**src/design/assert_macros.svh**
```systemverilog
// Assertion macros shared by the stencil RTL.
`ifndef ASSERT_MACROS_SVH
`define ASSERT_MACROS_SVH

// Property checked at every clock edge outside reset.
`define ASSERT_CLK(label, prop, msg) \
   label: assert property (@(posedge clock) disable iff (reset) (prop)) \
      else $error(msg);

// Condition at one edge implies a consequence at the next edge.
`define ASSERT_NEXT(label, pre, post, msg) \
   label: assert property (@(posedge clock) disable iff (reset) (pre) |=> (post)) \
      else $error(msg);

`endif

```
**src/design/lap7_ram.sv**
```systemverilog
// Generic single write port, single read port RAM with registered read.
module lap7_ram #(
   parameter int WIDTH = 24,
   parameter int DEPTH = 16,
   localparam int AW   = (DEPTH > 1) ? $clog2(DEPTH) : 1
) (
   input  logic             clock,
   input  logic             wr_en,
   input  logic [AW-1:0]    wr_addr,
   input  logic [WIDTH-1:0] wr_data,
   input  logic             rd_en,
   input  logic [AW-1:0]    rd_addr,
   output logic [WIDTH-1:0] rd_data
);

   logic [WIDTH-1:0] mem_ff [DEPTH];
   logic [WIDTH-1:0] rd_data_ff;

   // Read returns the old contents when the same address is written.
   always_ff @(posedge clock) begin
      if (rd_en) begin
         rd_data_ff <= mem_ff[rd_addr];
      end
      if (wr_en) begin
         mem_ff[wr_addr] <= wr_data;
      end
   end

   assign rd_data = rd_data_ff;

endmodule

```
**config.mk**
```make
export PLATFORM = sky130hd
export DESIGN_NAME = lap7_ram
export DESIGN_NICKNAME = d
export VERILOG_FILES = /design/src/design/assert_macros.svh /design/src/design/lap7_ram.sv
export SDC_FILE = /design/constraint.sdc
export NUM_CORES = 1
export LEC_CHECK = 0
export ABC_AREA = 1
export BUFFER_PORTS_ARGS = -buffer_cell sky130_fd_sc_hd__buf_4
export CAP_MARGIN = 15
export CORE_ASPECT_RATIO = 1.5
export CORE_MARGIN = 4
export CORE_UTILIZATION = 35
export DETAILED_ROUTE_END_ITERATION = 10
export PLACE_DENSITY = 0.59
export REMOVE_ABC_BUFFERS = 1
export SLEW_MARGIN = 20
export SYNTH_ARGS = -nofsm -noshare
export SYNTH_HDL_FRONTEND = slang
export SYNTH_SLANG_ARGS = --single-unit
```
**constraint.sdc**
```tcl
create_clock -name clock -period 2.38 [get_ports clock]
set_input_delay 0.595 -clock clock [delete_from_list [all_inputs] [get_ports clock]]
set_output_delay 0.595 -clock clock [all_outputs]
set_load 0.1 [all_outputs]
```
==> results of run 1 <==
[area by class of cell]
cell class | count | area [um^2] | share of cell area
Sequential cell | 408 | 12300 | 0.610
Multi-Input combinational cell | 817 | 3560 | 0.177
Timing Repair Buffer | 97 | 1120 | 0.0557
Inverter | 294 | 1110 | 0.0552
Clock buffer | 41 | 941 | 0.0468
Tap cell | 656 | 821 | 0.0408
Clock inverter | 23 | 299 | 0.0149
[layout by cell type (no fill, tap or decap), types with 2 or more instances in the layout]
cell type	Yosys	routed
sky130_fd_sc_hd__nand3_1	289	289
sky130_fd_sc_hd__clkbuf_1	12	4
sky130_fd_sc_hd__inv_6	0	2
sky130_fd_sc_hd__nand3b_1	2	2
sky130_fd_sc_hd__clkbuf_16	0	37
sky130_fd_sc_hd__clkinv_2	0	5
sky130_fd_sc_hd__buf_12	0	31
sky130_fd_sc_hd__clkinv_1	0	7
sky130_fd_sc_hd__nor2_4	0	16
sky130_fd_sc_hd__bufinv_16	0	7
sky130_fd_sc_hd__clkinvlp_4	0	3
sky130_fd_sc_hd__edfxtp_1	408	408
sky130_fd_sc_hd__buf_4	14	65
sky130_fd_sc_hd__inv_1	292	291
sky130_fd_sc_hd__nand2_1	509	509
[final timing paths]
kind                       start            end  cells past startpoint
setup / recovery      rd_data[0]     rd_data[0]                      1
hold / removal       wr_data[19]  mem_ff[7][19]                      1
setup reg to reg    mem_ff[7][1]     rd_data[1]                      6
hold reg to reg   mem_ff[14][20]    rd_data[20]                      6
[metal layers]
metal  global-route usage  wire length [um]  vias up
met2                0.287             21700      293
met4               0.0430               921        0
met1                0.190             16900     5297
met5                    0                 0        -
li1                     -                 -     5286
met3               0.0224              1960       50
[flip-flops by register name (all words and copies together), names as in the netlist]
| signal | cells |
|---|---|
| mem_ff | 384 |
| rd_data | 24 |
[per-stage QoR]
stage | setup WS [ns] | utilization
after floorplan | -0.346 | -
after global placement | 0.397 | 0.387
after detailed placement | 0.398 | 0.387
after CTS | 0.492 | 0.413
after global routing | 0.499 | 0.413
final | 0.522 | 0.413
[cells by family (layout without fill, tap and decap cells)]
kind of cell | Yosys count | after routing | synth area share
buffers and inverters | 372 | 455 | 0.0875
AND/OR/NAND/NOR | 817 | 817 | 0.200
flip-flops | 408 | 408 | 0.713
[power by group through the flow]
| stage | logic [uW] | clock network, uW | registers, uW |
|---|---|---|---|
| floorplan | 424 | 0 | 8540 |
| global placement | 1230 | 0 | 8290 |
| detailed placement | 1250 | 0 | 8300 |
| CTS | 1250 | 6280 | 8140 |
| global route | 1350 | 6580 | 8140 |
| finish | 1240 | 6170 | 8140 |
==> results.md, run 1 <==
Power:
- The power per unit of standard cell area is 773 mW/mm^2.
- Of the total power, combinational logic draws 0.080.
- The reported net switching power is 3500 uW.
- Of the total power, registers draw 0.523.
- The internal portion of the total power is 12,000 uW.
- Of the total power, the share spent switching nets is 0.225.
- The total power of the final layout is 15,500 uW.
- The worst ir drop on vdd is 0.398 mV.
- The analysis attributes to cell leakage a power of 0.00833 uW.
- Of the total power, the clock network draws 0.397.

Timing:
- The final count of hold timing violations was 0.
- The smallest clock period supported by the final layout is computed as 1.86 ns.
- Setup repair after global routing left no endpoint under its margin.
- The sum of negative setup slack is 0 ns.
- The maximum frequency from static timing analysis is 538 MHz.
- The final setup skew is 0.0137 ns.
- The actual transition at the worst max-transition pin is 0.809 ns.
- The final setup violation count is 0.
- The minimum hold slack is 0.361 ns.
- The number of slew-limit violations in the final report was 0.
- Dividing the final minimum period by the clock period gives 0.781.
- Headroom to the max-slew limit came out at 0.460.

Drt:
- The total wire length is 41,500 um.
- The detail route stage leaves a number of antenna-violating nets equal to 0.
- The total iterations of the first detailed-routing run is 4.
- The via total after detailed routing is 10.9k.
- After the first detailed-routing iteration, the DRC count stood at 757.
- The average detailed-routed wire length per instance is 17.8 um.
- After detailed routing, the number of remaining DRC violations is 0.
- The vias per cell is 4.68.

GRT:
- For this run the aggregate overflow at the end of global routing stands at 0.
- In the global route stage, overall resource usage came out at 0.156.
- The via count of the first global-routing pass is 10.7k.
- The first-pass GRT wire length is 63,300 um.
- The initial antenna violation count is 0.
- The pin count of the biggest net entering global routing is 97.

Synth:
- The yosys synthesis warning count is 0.
- The count of cell types in the netlist is 11.
- After synthesis, the share of flip-flops with an asynchronous set or reset is 0.
- The sequential element share of the synthesized area is 0.713.
- The mean area per synthesized cell is 10.8 um^2.
- The most common cell in the synthesized netlist is sky130_fd_sc_hd__nand2_1.
- Counting instances in the post-synthesis netlist gives the leading cell types as 509 x sky130_fd_sc_hd__nand2_1, 408 x sky130_fd_sc_hd__edfxtp_1, 292 x sky130_fd_sc_hd__inv_1.
- The top cell type's share of synthesized area is 0.713.
- The flop and latch count out of synthesis is 408.
- Summed over all instances, the cell type with the most area after synthesis is sky130_fd_sc_hd__edfxtp_1.
- Counting every instance in the synthesized netlist gives 1,597.
- The number of enable flip-flop cells after synthesis is 408.
- By area the synthesized netlist is led by sky130_fd_sc_hd__edfxtp_1 71%, sky130_fd_sc_hd__nand2_1 11%, sky130_fd_sc_hd__nand3_1 8.4%, sky130_fd_sc_hd__inv_1 6.4%, sky130_fd_sc_hd__buf_2 1.3%.
- In the synthesized netlist the dominant register cell turns out to be sky130_fd_sc_hd__edfxtp_1.
- In this run the cell area of the synthesized design comes to 0.0172 mm^2.

Clocking:
- In this run the deepest clock path goes through 3 buffers.
- In this run the number of H-tree levels came out at 2.
- Clock-pin slew was measured on the worst setup and hold paths at 0.07 ns.
- TritonCTS built the clock tree.
- The post-CTS setup buffer count is 0.
- Post-CTS repair changed the size of 0 cells.
- The tree is rooted in a sky130_fd_sc_hd__clkbuf_16.
- TritonCTS created 36 clock buffers.
- Buffers inserted to repair hold after CTS numbered 0.
- For this design, the sink count on the clock tree is 408.
- The clock reaches the later pin of the worst-skew pair after 0.53 ns.

Die:
- The area of the die is 0.0528 mm^2.
- The total area inside the core boundary comes to 0.0487 mm^2.
- Measured along the x axis, the die boundary spans 189 um.
- The number of I/O pins is 59.
- Measured along the y axis, the die boundary spans 279 um.
- The initial utilization of the core area, before any placement, comes to 0.353.
- The placement row count is 99.

Critical path:
- For flop-to-flop paths, the worst setup slack is 1.26 ns.
- The signal on the critical path passes through buf_4.
- The worst setup path is launched from a register.
- Data on the critical path is required at its endpoint by 1.78 ns.
- The element type at the critical path end is an output port.
- The largest individual stage delay along the critical path comes from the cell sky130_fd_sc_hd__edfxtp_1.
- The critical path data arrival time is 1.26 ns.
- The largest fanout on the critical path is 1.
- The category of cells accounting for the largest share of critical-path delay is flip-flops.
- The buffering stage count on the worst path with inverters included is 1.
- The biggest cell delay along the critical path is 0.42 ns.
- The critical path in this run is classified as reg2out.

Finish:
- The number of inserted filler cells in the final layout is 4,486.
- The share of cells above drive strength 1 is 0.101.
- The number of nets at the end of the flow is 1,689.
- The cell area after layout is 0.0201 mm^2.
- The repair_antennas step left the layout with diodes totalling 0.
- From synthesis to final layout, the design area changed by 16.9%.
- The finished layout holds 2,336 standard cells, fillers aside.

Flow run:
- Across the run, the number of max-cap violations was 0.

Placed design:
- Routability-driven placement finished with a final weighted congestion of 0.753.
- The detailed placer's ending HPWL is 22,400 um.
- The placed instance count is 2,272.
- The placed standard-cell area is 0.0189 mm^2.
- The count of input and output buffers is 58.

Run status:
- The run finished with clean final reports.

Hold path:
- The path class of the lowest-slack min-delay path is in2reg.
Note: power is estimated with default switching activity, not from simulation.
==> inputs of run 2 (changes only) <==
- clock period: 2.38 -> 1.9 ns (I/O delays scaled with it)
==> results.md, run 2 (synthesis results as in run 1) <==
Run status:
- The run finished with clean final reports.

Timing:
- Setup repair after global routing left no endpoint under its margin.
- The sum of negative setup slack is 0 ns (unchanged).
- The final count of hold timing violations came to 0 (unchanged).
- The time the worst path needs with I/O delays and setup is 1.73 ns.
- Based on the critical path, the design can be clocked at up to 576 MHz.
- The minimum hold slack is 0.241 ns (-0.121 ns).
- Of the available clock period, the critical path in the final layout requires 0.913.
- The remaining max-slew budget at the tightest pin is 0.609 (+0.149).
- The final setup violation count came to 0 (unchanged).
- The actual transition at the worst max-transition pin is 0.587 ns (-0.222 ns).
- The slack of the critical path came to 0.165 ns (-0.357 ns).
- The number of slew-limit violations in the final report is 0 (unchanged).
- The final setup skew is 0.00819 ns (-0.00548 ns).

Clocking:
- The clock tree from TritonCTS is built.
- The clock insertion delay at the later pin of the skew report is 0.53 ns (about the same).
- The post-cts hold buffer count was 0 (unchanged).
- The post-CTS setup buffer count is 0 (unchanged).
- The clock buffer count from CTS is 35 (-2.8%).
- The post-cts repair resize count is 0 (unchanged).
- The clock-pin slew of the registers on the worst-case setup and hold paths came to 0.07 ns (about the same).
- The root cell of the clock tree is sky130_fd_sc_hd__clkbuf_16.
- The H-tree level count is 2 (unchanged).
- The TritonCTS sink count is 408 (unchanged).
- The maximum count of clock buffers along a single path came to 3 (unchanged).

Finish:
- The share of cells above drive strength 1 came to 0.109 (+0.00848).
- The cell area after layout is 0.0202 mm^2 (+0.63%).
- The number of inserted diodes is 0 (unchanged).
- The number of flip-flops in the largest register is 384 (unchanged).
- The number of nets at the end of the flow is 1,706 (+1.0%).
- The largest register by flop count is mem_ff.
- The top cell types in the final layout, fill and taps aside, are 509 x sky130_fd_sc_hd__nand2_1, 408 x sky130_fd_sc_hd__edfxtp_1, 291 x sky130_fd_sc_hd__inv_1.
- Leaving out fill and tap cells, the most frequent cell in the layout is sky130_fd_sc_hd__nand2_1.
- The synthesis-to-finish area growth is 17.6%.
- The final design utilization is 0.415 (+0.00262).

Power:
- The share of power burned in the clock network came to 0.394 (-0.003).
- The sequential fraction of design power is 0.525 (+0.002).
- The power per unit of standard cell area was 960 mW/mm^2 (+24%).
- The worst ir drop on vdd is 0.543 mV (+36%).
- The switching fraction of total power is 0.224 (-0.00182).
- The combinational power share is 0.081 (about the same).
- The static leakage power is 0.00841 uW (+0.91%).
- The cell internal power dissipation was 15,100 uW (+25%).
- The reported net switching power is 4340 uW (+24%).

GRT:
- The initial antenna violation count is 0 (unchanged).
- The first-pass GRT wire length came to 64,000 um (+1.1%).
- The global routing usage summed across all routing layers was 0.159 (+0.00285).
- The overflow left after global routing was 0 (unchanged).
- The pin count of the biggest net entering global routing is 69 (-29%).
- The via count of the first global-routing pass is 10.7k (+0.16%).

Die:
- The area of the die was 0.0528 mm^2 (unchanged).
- The chip width is 189 um (unchanged).
- The placement row count is 99 (unchanged).
- The number of I/O pins was 59 (unchanged).
- The area of the core region was 0.0487 mm^2 (unchanged).
- The die height is 279 um (unchanged).
- The effective utilization at floorplan came to 0.353 (unchanged).

Critical path:
- The critical path startpoint category is a register.
- The buffering stage count on the worst path with inverters included is 1 (unchanged).
- The biggest cell delay along the critical path is 0.41 ns (about the same).
- The start-to-end type of the worst setup path is reg2out.
- The slowest stage of the critical path belongs to the cell sky130_fd_sc_hd__edfxtp_1.
- The register-to-register setup slack came to 0.83 ns (-0.43 ns).
- Among cell families on the critical path, the largest total delay comes from flip-flops.
- The largest fanout on the critical path is 1 (unchanged).
- The worst path required time is 1.42 ns (-0.36 ns).
- Traced cell by cell, the critical path runs through buf_4.
- The critical path data arrival time was 1.26 ns (about the same).
- The element type at the critical path end is an output port.

Drt:
- The amount of wire on met3 after detailed routing came to 2320 um (+19%).
- The via total after detailed routing is 10.9k (+0.092%).
- In this run the top signal layer used is met4.
- The starting DRC count in detailed routing is 687 (-9.2%).
- The vias per cell is 4.65 (-0.59%).
- The total iterations of the first detailed-routing run is 7 (+3).
- The number of antenna-violating nets in the routed design came to 0 (unchanged).
- The wire length on met2 is 21,600 um (-0.63%).
- The total wire length is 42,400 um (+2.1%).
- The post-detailed-route DRC marker count is 0 (unchanged).
- The routed length on met1 came to 17,200 um (+2.1%).
- The average detailed-routed wire length per instance is 18.0 um (+1.4%).

Placed design:
- The detailed placer's ending HPWL is 22,800 um (+1.9%).
- The count of input and output buffers is 58 (unchanged).
- The placed standard-cell area was 0.0190 mm^2 (+0.78%).
- The worst setup timing slack at the placement stage is 0.129 ns (-0.269 ns).
- The routability-driven placement congestion ratio is 0.769 (+2.1%).

Flow run:
- The count of maximum capacitance violations is 0 (unchanged).

Hold path:
- The worst hold path belongs to the class in2reg.
run 2: path summary, 6_finish.rpt:
check	start	endpoint	cells after the start
setup reg to reg	mem_ff[5][16]	rd_data[16]	6
hold / removal	wr_data[10]	mem_ff[1][10]	1
setup / recovery	rd_data[7]	rd_data[7]	1
hold reg to reg	mem_ff[12][23]	rd_data[23]	6
run 2: power by group through the flow:
stage,registers (uW),logic [uW],clock network [uW]
2_1_floorplan,10700,531,0
3_3_place_gp,10400,1570,0
3_5_place_dp,10400,1590,0
4_1_cts,10200,1590,7820
5_1_grt,10200,1710,8190
6_report,10200,1570,7650
run 2: area by class of cell:
type | count | area (um^2)
clock inverters | 20 | 275
fillers | 4517 | 28500
inverters | 294 | 1110
repair buffers | 115 | 1270
well taps | 656 | 821
clock buffers | 42 | 945
multi-input cells | 817 | 3560
flip-flops and latches | 408 | 12300
run 2: metal layers:
metal | vias to the layer above | track usage
met5 | - | 0
met1 | 5250 | 0.198
met2 | 309 | 0.285
met4 | 0 | 0.0520
met3 | 69 | 0.0207
li1 | 5308 | -
run 2: through the flow:
step,cells,total power (uW)
2_1_floorplan,1519,11200
3_3_place_gp,2290,12000
3_5_place_dp,2290,12000
4_1_cts,2352,19600
5_1_grt,2352,20100
6_report,2352,19400
